`src/integer_alu_evaluator_core_assert.svh`:
```
// Assertion macros for the integer ALU evaluator.
// Used by the top level; expects signals clk and rst_n in scope.
`ifndef INTEGER_ALU_EVALUATOR_CORE_ASSERT_SVH
`define INTEGER_ALU_EVALUATOR_CORE_ASSERT_SVH

// Checked only out of reset.
`define IAE_ASSERT(lbl, prop, msg) \
  lbl: assert property (@(posedge clk) disable iff (!rst_n) (prop)) else $error(msg);

// Checked on every edge, reset included.
`define IAE_ASSERT_ALWAYS(lbl, prop, msg) \
  lbl: assert property (@(posedge clk) (prop)) else $error(msg);

`endif

```
`src/iae_pkg.sv`:
```
// Shared types and constants of the integer ALU evaluator.
// No dependencies.
package iae_pkg;

  localparam int XLEN    = 64;                 // port width of operands and result
  localparam int DATA_W  = 64;                 // arithmetic width, 8..64
  localparam int SH_W    = $clog2(DATA_W);
  localparam int LO_W    = DATA_W / 2;
  localparam int HI_W    = DATA_W - LO_W;

  typedef logic [DATA_W-1:0] word_t;

  typedef enum logic [4:0] {
    CMD_ADD  = 5'd0,  CMD_SUB  = 5'd1,  CMD_MUL  = 5'd2,  CMD_DIV  = 5'd3,
    CMD_MOD  = 5'd4,  CMD_AND  = 5'd5,  CMD_OR   = 5'd6,  CMD_XOR  = 5'd7,
    CMD_SHL  = 5'd8,  CMD_SHR  = 5'd9,  CMD_EQ   = 5'd10, CMD_NE   = 5'd11,
    CMD_LT   = 5'd12, CMD_GT   = 5'd13, CMD_LE   = 5'd14, CMD_GE   = 5'd15,
    CMD_LAND = 5'd16, CMD_LOR  = 5'd17, CMD_NEG  = 5'd18, CMD_LNOT = 5'd19,
    CMD_BNOT = 5'd20
  } cmd_t;

  typedef enum logic [1:0] {
    ERR_NONE  = 2'd0,
    ERR_DIV0  = 2'd1,
    ERR_SHIFT = 2'd2
  } err_t;

  typedef enum logic [1:0] {
    SEL_SIMPLE = 2'd0,
    SEL_MUL    = 2'd1,
    SEL_DIV    = 2'd2,
    SEL_MOD    = 2'd3
  } sel_t;

  // Control that travels with each transaction down the pipeline.
  typedef struct packed {
    logic  valid;
    sel_t  sel;
    word_t simple;
    err_t  err;
    logic  neg_q;
    logic  neg_r;
  } ctl_t;

endpackage

```
`src/iae_div_stage.sv`:
```
// One restoring-division step: one quotient bit per stage.
// Depends on iae_pkg.
module iae_div_stage (
  input  logic           clk,
  input  logic           rst_n,
  input  logic           en,
  input  iae_pkg::ctl_t  ctl_in,
  input  iae_pkg::word_t rem_in,
  input  iae_pkg::word_t quo_in,
  input  iae_pkg::word_t dvs_in,
  output iae_pkg::ctl_t  ctl_r,
  output iae_pkg::word_t rem_r,
  output iae_pkg::word_t quo_r,
  output iae_pkg::word_t dvs_r
);
  import iae_pkg::*;

  word_t shifted, rem_nxt, quo_nxt;
  logic  take;

  // remainder stays below the divisor magnitude, so the shift never overflows
  assign shifted = {rem_in[DATA_W-2:0], quo_in[DATA_W-1]};
  assign take    = (shifted >= dvs_in);
  assign rem_nxt = take ? (shifted - dvs_in) : shifted;
  assign quo_nxt = {quo_in[DATA_W-2:0], take};

  always_ff @(posedge clk) begin
    if (!rst_n) begin
      ctl_r.valid <= 1'b0;
    end else if (en) begin
      ctl_r <= ctl_in;
    end
  end

  always_ff @(posedge clk) begin
    if (en) begin
      rem_r <= rem_nxt;
      quo_r <= quo_nxt;
      dvs_r <= dvs_in;
    end
  end

endmodule

```
`config.mk`:
```
export PLATFORM = sky130hd
export DESIGN_NAME = iae_div_stage
export DESIGN_NICKNAME = d
export VERILOG_FILES = /design/src/integer_alu_evaluator_core_assert.svh /design/src/iae_pkg.sv /design/src/iae_div_stage.sv
export SDC_FILE = /design/constraint.sdc
export NUM_CORES = 1
export LEC_CHECK = 0
export ABC_AREA = 1
export ABC_CLOCK_PERIOD_IN_PS = 2000
export BUFFER_PORTS_ARGS = -buffer_cell sky130_fd_sc_hd__buf_2
export CORE_AREA = 5 5 204 206
export DETAILED_ROUTE_END_ITERATION = 7
export DIE_AREA = 0 0 209 211
export GPL_TIMING_DRIVEN = 0
export PLACE_DENSITY = 0.66
export RECOVER_POWER = 100
export SYNTH_ARGS = -nofsm -noshare
export SYNTH_HDL_FRONTEND = slang
export SYNTH_SLANG_ARGS = --single-unit
```
`constraint.sdc`:
```
create_clock -name clk -period 2 [get_ports clk]
set_input_delay 0.1 -clock clk [delete_from_list [all_inputs] [get_ports clk]]
set_output_delay 0.1 -clock clk [all_outputs]
set_load 0.05 [all_outputs]
```
==> After elaboration in Yosys (flattened, before gate mapping) <==
Cells that the tools add are included.
{ "totals": {"reg_bits": 263, "inputBits": 266, "output_inout_bits": 263} }
{ "op_classes": {"n_addsub": 1, "magnitude_cmp": 1, "mux": 1, "n_reduce_logical": 1} }
{ "ops": {"columns": ["cell", "n"], "rows": [
  ["64-bit >= comparator", 1],
  ["64-bit two-way mux", 1],
  ["64-bit subtractor", 1],
  ["2-bit AND reduction", 1]
]} }

==> Depth between registers and ports, before layout <==
{ "depth": {"word_depth": 2, "ltp_mapped": 18, "mapped_depth_nobuf": 17} }

==> Worst setup path before layout <==
Ideal clock, no wire load.
{ "synth_timing": {"kind": "input port to flip-flop", "startpoint": "input quo_in[63]", "endpoint": "register rem_r[49] (data pin)", "setup_time_ps": 253, "t_arrival_ps": 1814, "setup_slack_ps": -68, "cell_stages": 18, "cell_sequence": "inv_1 ha_1 fa_1 inv_1 nand3_1 nand2_4 nand2_2 nand2_4 nand2_2 nand2_2 nand2_2 nand3_2 nand2_2 nand2_4 inv_4 buf_2 nand2_1 nand2_1"} }
{ "synth_between": {"elab_chain_len": 2} }
{ "synth_rtl": {"columns": ["element", "line_no", "text"], "rows": [
  ["from (decl)", "iae_div_stage.sv:9", "input iae_pkg::word_t quo_in,"],
  ["64-bit subtractor / 64-bit >= comparator (equally long branches)", "iae_div_stage.sv:24, iae_div_stage.sv:23", null],
  ["64-bit two-way mux (*)", "iae_div_stage.sv:24", "assign rem_nxt = take ? (shifted - dvs_in) : shifted;"],
  ["via rem_nxt[49]", "iae_div_stage.sv:18", "word_t shifted, rem_nxt, quo_nxt;"],
  ["to (signal assigned)", "iae_div_stage.sv:37", "rem_r <= rem_nxt;"],
  ["to (decl)", "iae_div_stage.sv:12", "output iae_pkg::word_t rem_r,"]
]} }
The timed path passes the listed nets; every way through them passes the cells marked *.
A chain may end at the register's enable or synchronous reset.

==> Worst setup path after layout <==
{ "layout_timing": {"startpoint": "input dvs_in[21]", "endpoint": "register rem_r[55] (data pin)"} }
{ "layout_between": {"elab_chain_len": 2} }
{ "layout_rtl": {"columns": ["element", "line_no", "text"], "rows": [
  ["from (decl)", "iae_div_stage.sv:10", "input iae_pkg::word_t dvs_in,"],
  ["64-bit subtractor / 64-bit >= comparator (equally long branches)", "iae_div_stage.sv:24, iae_div_stage.sv:23", null],
  ["64-bit two-way mux (*)", "iae_div_stage.sv:24", null],
  ["via rem_nxt[55]", "iae_div_stage.sv:18", null]
]} }
Marks and branches as above.

==> impl_metrics.env <==
export IMPL_cts_tree="built"
export IMPL_die_w_um=209
export IMPL_start_util=0.3815
export IMPL_status="finished clean"
export IMPL_synth_top_family_by_area="simple AND/OR/NAND/NOR gates"
export IMPL_p_per_area_nw_per_um2=811.1
export IMPL_hold_start="rst_n"
export IMPL_synth_cell_types=32
export IMPL_fin_nets=3003
export IMPL_vdd_drop_max_mv=0.7345
export IMPL_setup_viol=0
export IMPL_yosys_register_bits=263
export IMPL_synthMuxAreaShare=0
export IMPL_cts_root_buffer="clkbuf_16"
export IMPL_cp_arrival_ns=2.21
export IMPL_vias=14824
export IMPL_pre_cts_ws_ns=-0.6527
export IMPL_skew_ns=0
export IMPL_grt_first_pass_wirelength_um=88050
export IMPL_ys_seq_area_frac=0.5240
export IMPL_clock_latency_ns=0.55
export IMPL_p_seq_frac=0.388
export IMPL_stdcell_area_sq_um=21710
export IMPL_die_h_um=211
export IMPL_hold_viol_final=0
export IMPL_syn_area_sq_um=15050
export IMPL_cts_clk_slew_worst_paths_ns=0.07
export IMPL_critPathRequiredTime_ns=2.31
export IMPL_avgViaCountPerCell=4.597
export IMPL_gp_congestion=0.9318
export IMPL_avgSynthCellArea_sq_um=8.146
export IMPL_drc_errors=0
export IMPL_drive_gt1_frac=0.1318
export IMPL_overflow=0
export IMPL_min_path_type="primary input to flip-flop"
export IMPL_synth_adder_area_share=0.05453
export IMPL_p_int_uw=11290
export IMPL_htreeDepth=1
export IMPL_finalCriticalPeriod_ns=1.902
export IMPL_critical_path_class="primary input to flip-flop"
export IMPL_cts_buffers=29
export IMPL_grt_pass1_vias=15257
export IMPL_power_switching_uw=6317
export IMPL_slew_headroom=0.1717
export IMPL_synth_simple_area_share=0.2756
export IMPL_die_area_sq_um=44100
export IMPL_worst_pin_slew_ns=1.242
export IMPL_portBuffers=527
export IMPL_combPwrFrac=0.305
export IMPL_p_sw_frac=0.3588
export IMPL_drv_slew=0
export IMPL_p_clk_frac=0.307
export IMPL_routed_wl_um=59240
export IMPL_fin_crit_sh=0.9509
export IMPL_worstReg2RegStart="ctl_r[70]"
export IMPL_synth_compound_area_frac=0.01845
export IMPL_rrSetupSlack_ns=0.74
export IMPL_track_usage=0.2577
export IMPL_p_leak_uw=0.01067
export IMPL_worstPathMaxFanout=4
export IMPL_wl_per_cell_um=18.37
export IMPL_fin_setup_tns_ns=0
export IMPL_critPathLaunch="dvs_in[21]"
export IMPL_synth_xor_area_share=0.01804
export IMPL_first_pass_iters=6
export IMPL_syn_nets=2179
export IMPL_clock_sinks=263
export IMPL_max_freq_ghz=0.5258
export IMPL_whs_ns=0.1483
export IMPL_syn_to_final_growth_pct=44.20
export IMPL_dpl_cell_area_sq_um=18410
export IMPL_antenna_found_initial=7
export IMPL_fin_ws_ns=0.09814
export IMPL_cap_violations=0
export IMPL_rows=73
export IMPL_nFillCells=3770
export IMPL_critPathCaptureType="flip-flop"
export IMPL_yosys_warnings=0
export IMPL_ant_nets=0
export IMPL_rsz0062_at_grt="false"
export IMPL_dp_hpwl_um=45610
export IMPL_grt_max_degree=110
export IMPL_cts_buffer_depth=3
export IMPL_drtIter0Drc=1051
export IMPL_start_kind="primary input"
export IMPL_pin_count=529
export IMPL_core_sq_um=39460
export IMPL_synth_cells=1848
-- logic make-up after synthesis --
group,Yosys count
buf+inv,423
xor+xnor,31
compound gates,54
simple gates,1012
fa+ha+maj,65
flops,263
-- sequential cells by signal (all words and copies together) (netlist names) --
register / flops
ctl_r: 71
rem_r: 64
quo_r: 64
dvs_r: 64
-- repair_timing --
item | CTS | global route
resized for setup | 2 | 26
setup endpoints to repair | 2 | 62
hold buffers | 263 | 0
hold endpoints to repair | 262 | 0
pin swaps | 0 | 2
buffers inserted | 0 | 1
-- critical path, cell delays in order --
cell	delay [ns]
buf_2	0.09
inv_1	0.08
ha_1	0.35
nand2_1	0.12
nor2_1	0.26
nand2_1	0.20
nor2_1	0.14
nand2_1	0.06
nand3_1	0.30
nand2_1	0.18
nand3_1	0.11
nand2_1	0.05
nand3_1	0.11
nand2_1	0.07
-- synthesized netlist by cell type (all sizes together) --
cell type | count | area, sq um
edfxtp | 262 | 7868
nor2 | 118 | 478.0
nand4 | 20 | 125.1
ha | 64 | 800.8
xor2 | 30 | 262.8
fa | 1 | 20.02
buf | 13 | 105.1
nor4 | 3 | 18.77
a21oi | 45 | 232.7
nor3 | 10 | 65.06
inv | 410 | 1541
nand3 | 90 | 505.5
and2 | 2 | 12.51
and3 | 1 | 6.260
o21ai | 9 | 45.04
dfxtp | 1 | 20.02
xnor2 | 1 | 8.760
nand2 | 768 | 2938
-- cell type report --
type,count,area (sq um),area share
Sequential cell,263,7888,0.3634
Buffer,13,116.4,0.005361
Timing Repair Buffer,793,4932,0.2272
Clock inverter,22,235.2,0.01084
Clock buffer,31,733.2,0.03378
Multi-Input combinational cell,1162,5587,0.2574
Inverter,410,1544,0.07113
Antenna cell,6,15.01,0.0006917
Tap cell,525,656.9,0.03026
-- power groups by stage --
| stage | Sequential (uW) | Clock, uW | Combinational, uW |
|---|---|---|---|
| 2_1_floorplan | 8710 | 0 | 1660 |
| 3_3_place_gp | 6930 | 0 | 5010 |
| 3_5_place_dp | 6910 | 0 | 5050 |
| 4_1_cts | 6810 | 5510 | 5480 |
| 5_1_grt | 6880 | 5760 | 5780 |
| 6_report | 6830 | 5400 | 5370 |
-- layout by cell type, fill, tap and decap left out, drive strengths merged --
cell type / netlist / final
a21oi: 45 / 45
and2: 2 / 2
and3: 1 / 1
buf: 13 / 233
bufinv: 0 / 4
clkbuf: 0 / 341
clkinv: 0 / 13
clkinvlp: 0 / 2
dfxtp: 1 / 1
diode: 0 / 6
dlygate4sd3: 0 / 263
edfxtp: 262 / 262
fa: 1 / 1
ha: 64 / 64
inv: 410 / 413
nand2: 768 / 768
nand3: 90 / 90
nand4: 20 / 20
nor2: 118 / 118
nor3: 10 / 10
nor4: 3 / 3
o21ai: 9 / 9
xnor2: 1 / 1
xor2: 30 / 30
-- per-layer routing --
layer,share of wire,wire length [um],track usage
met1,0.39,23120,0.2972
met2,0.51,30130,0.4769
met4,0.040,2362,0.09406
met3,0.061,3626,0.04872
met5,0.00019,11,0
-- final timing paths --
check | end | cells after the start
hold / removal | ctl_r[1] | 3
setup reg to reg | ctl_r[70] | 3
setup / recovery | rem_r[55] | 14
hold reg to reg | ctl_r[70] | 3
-- stage by stage --
stage	util	total power [uW]	cells
after global routing	0.5501	18410	3224
after detailed placement	0.4666	11960	2902
after CTS	0.5581	17800	3218
after floorplan	-	10370	1848
after global placement	0.4652	11940	2900
final	0.5501	17610	3225
Note: power is estimated with default switching activity, not from simulation.
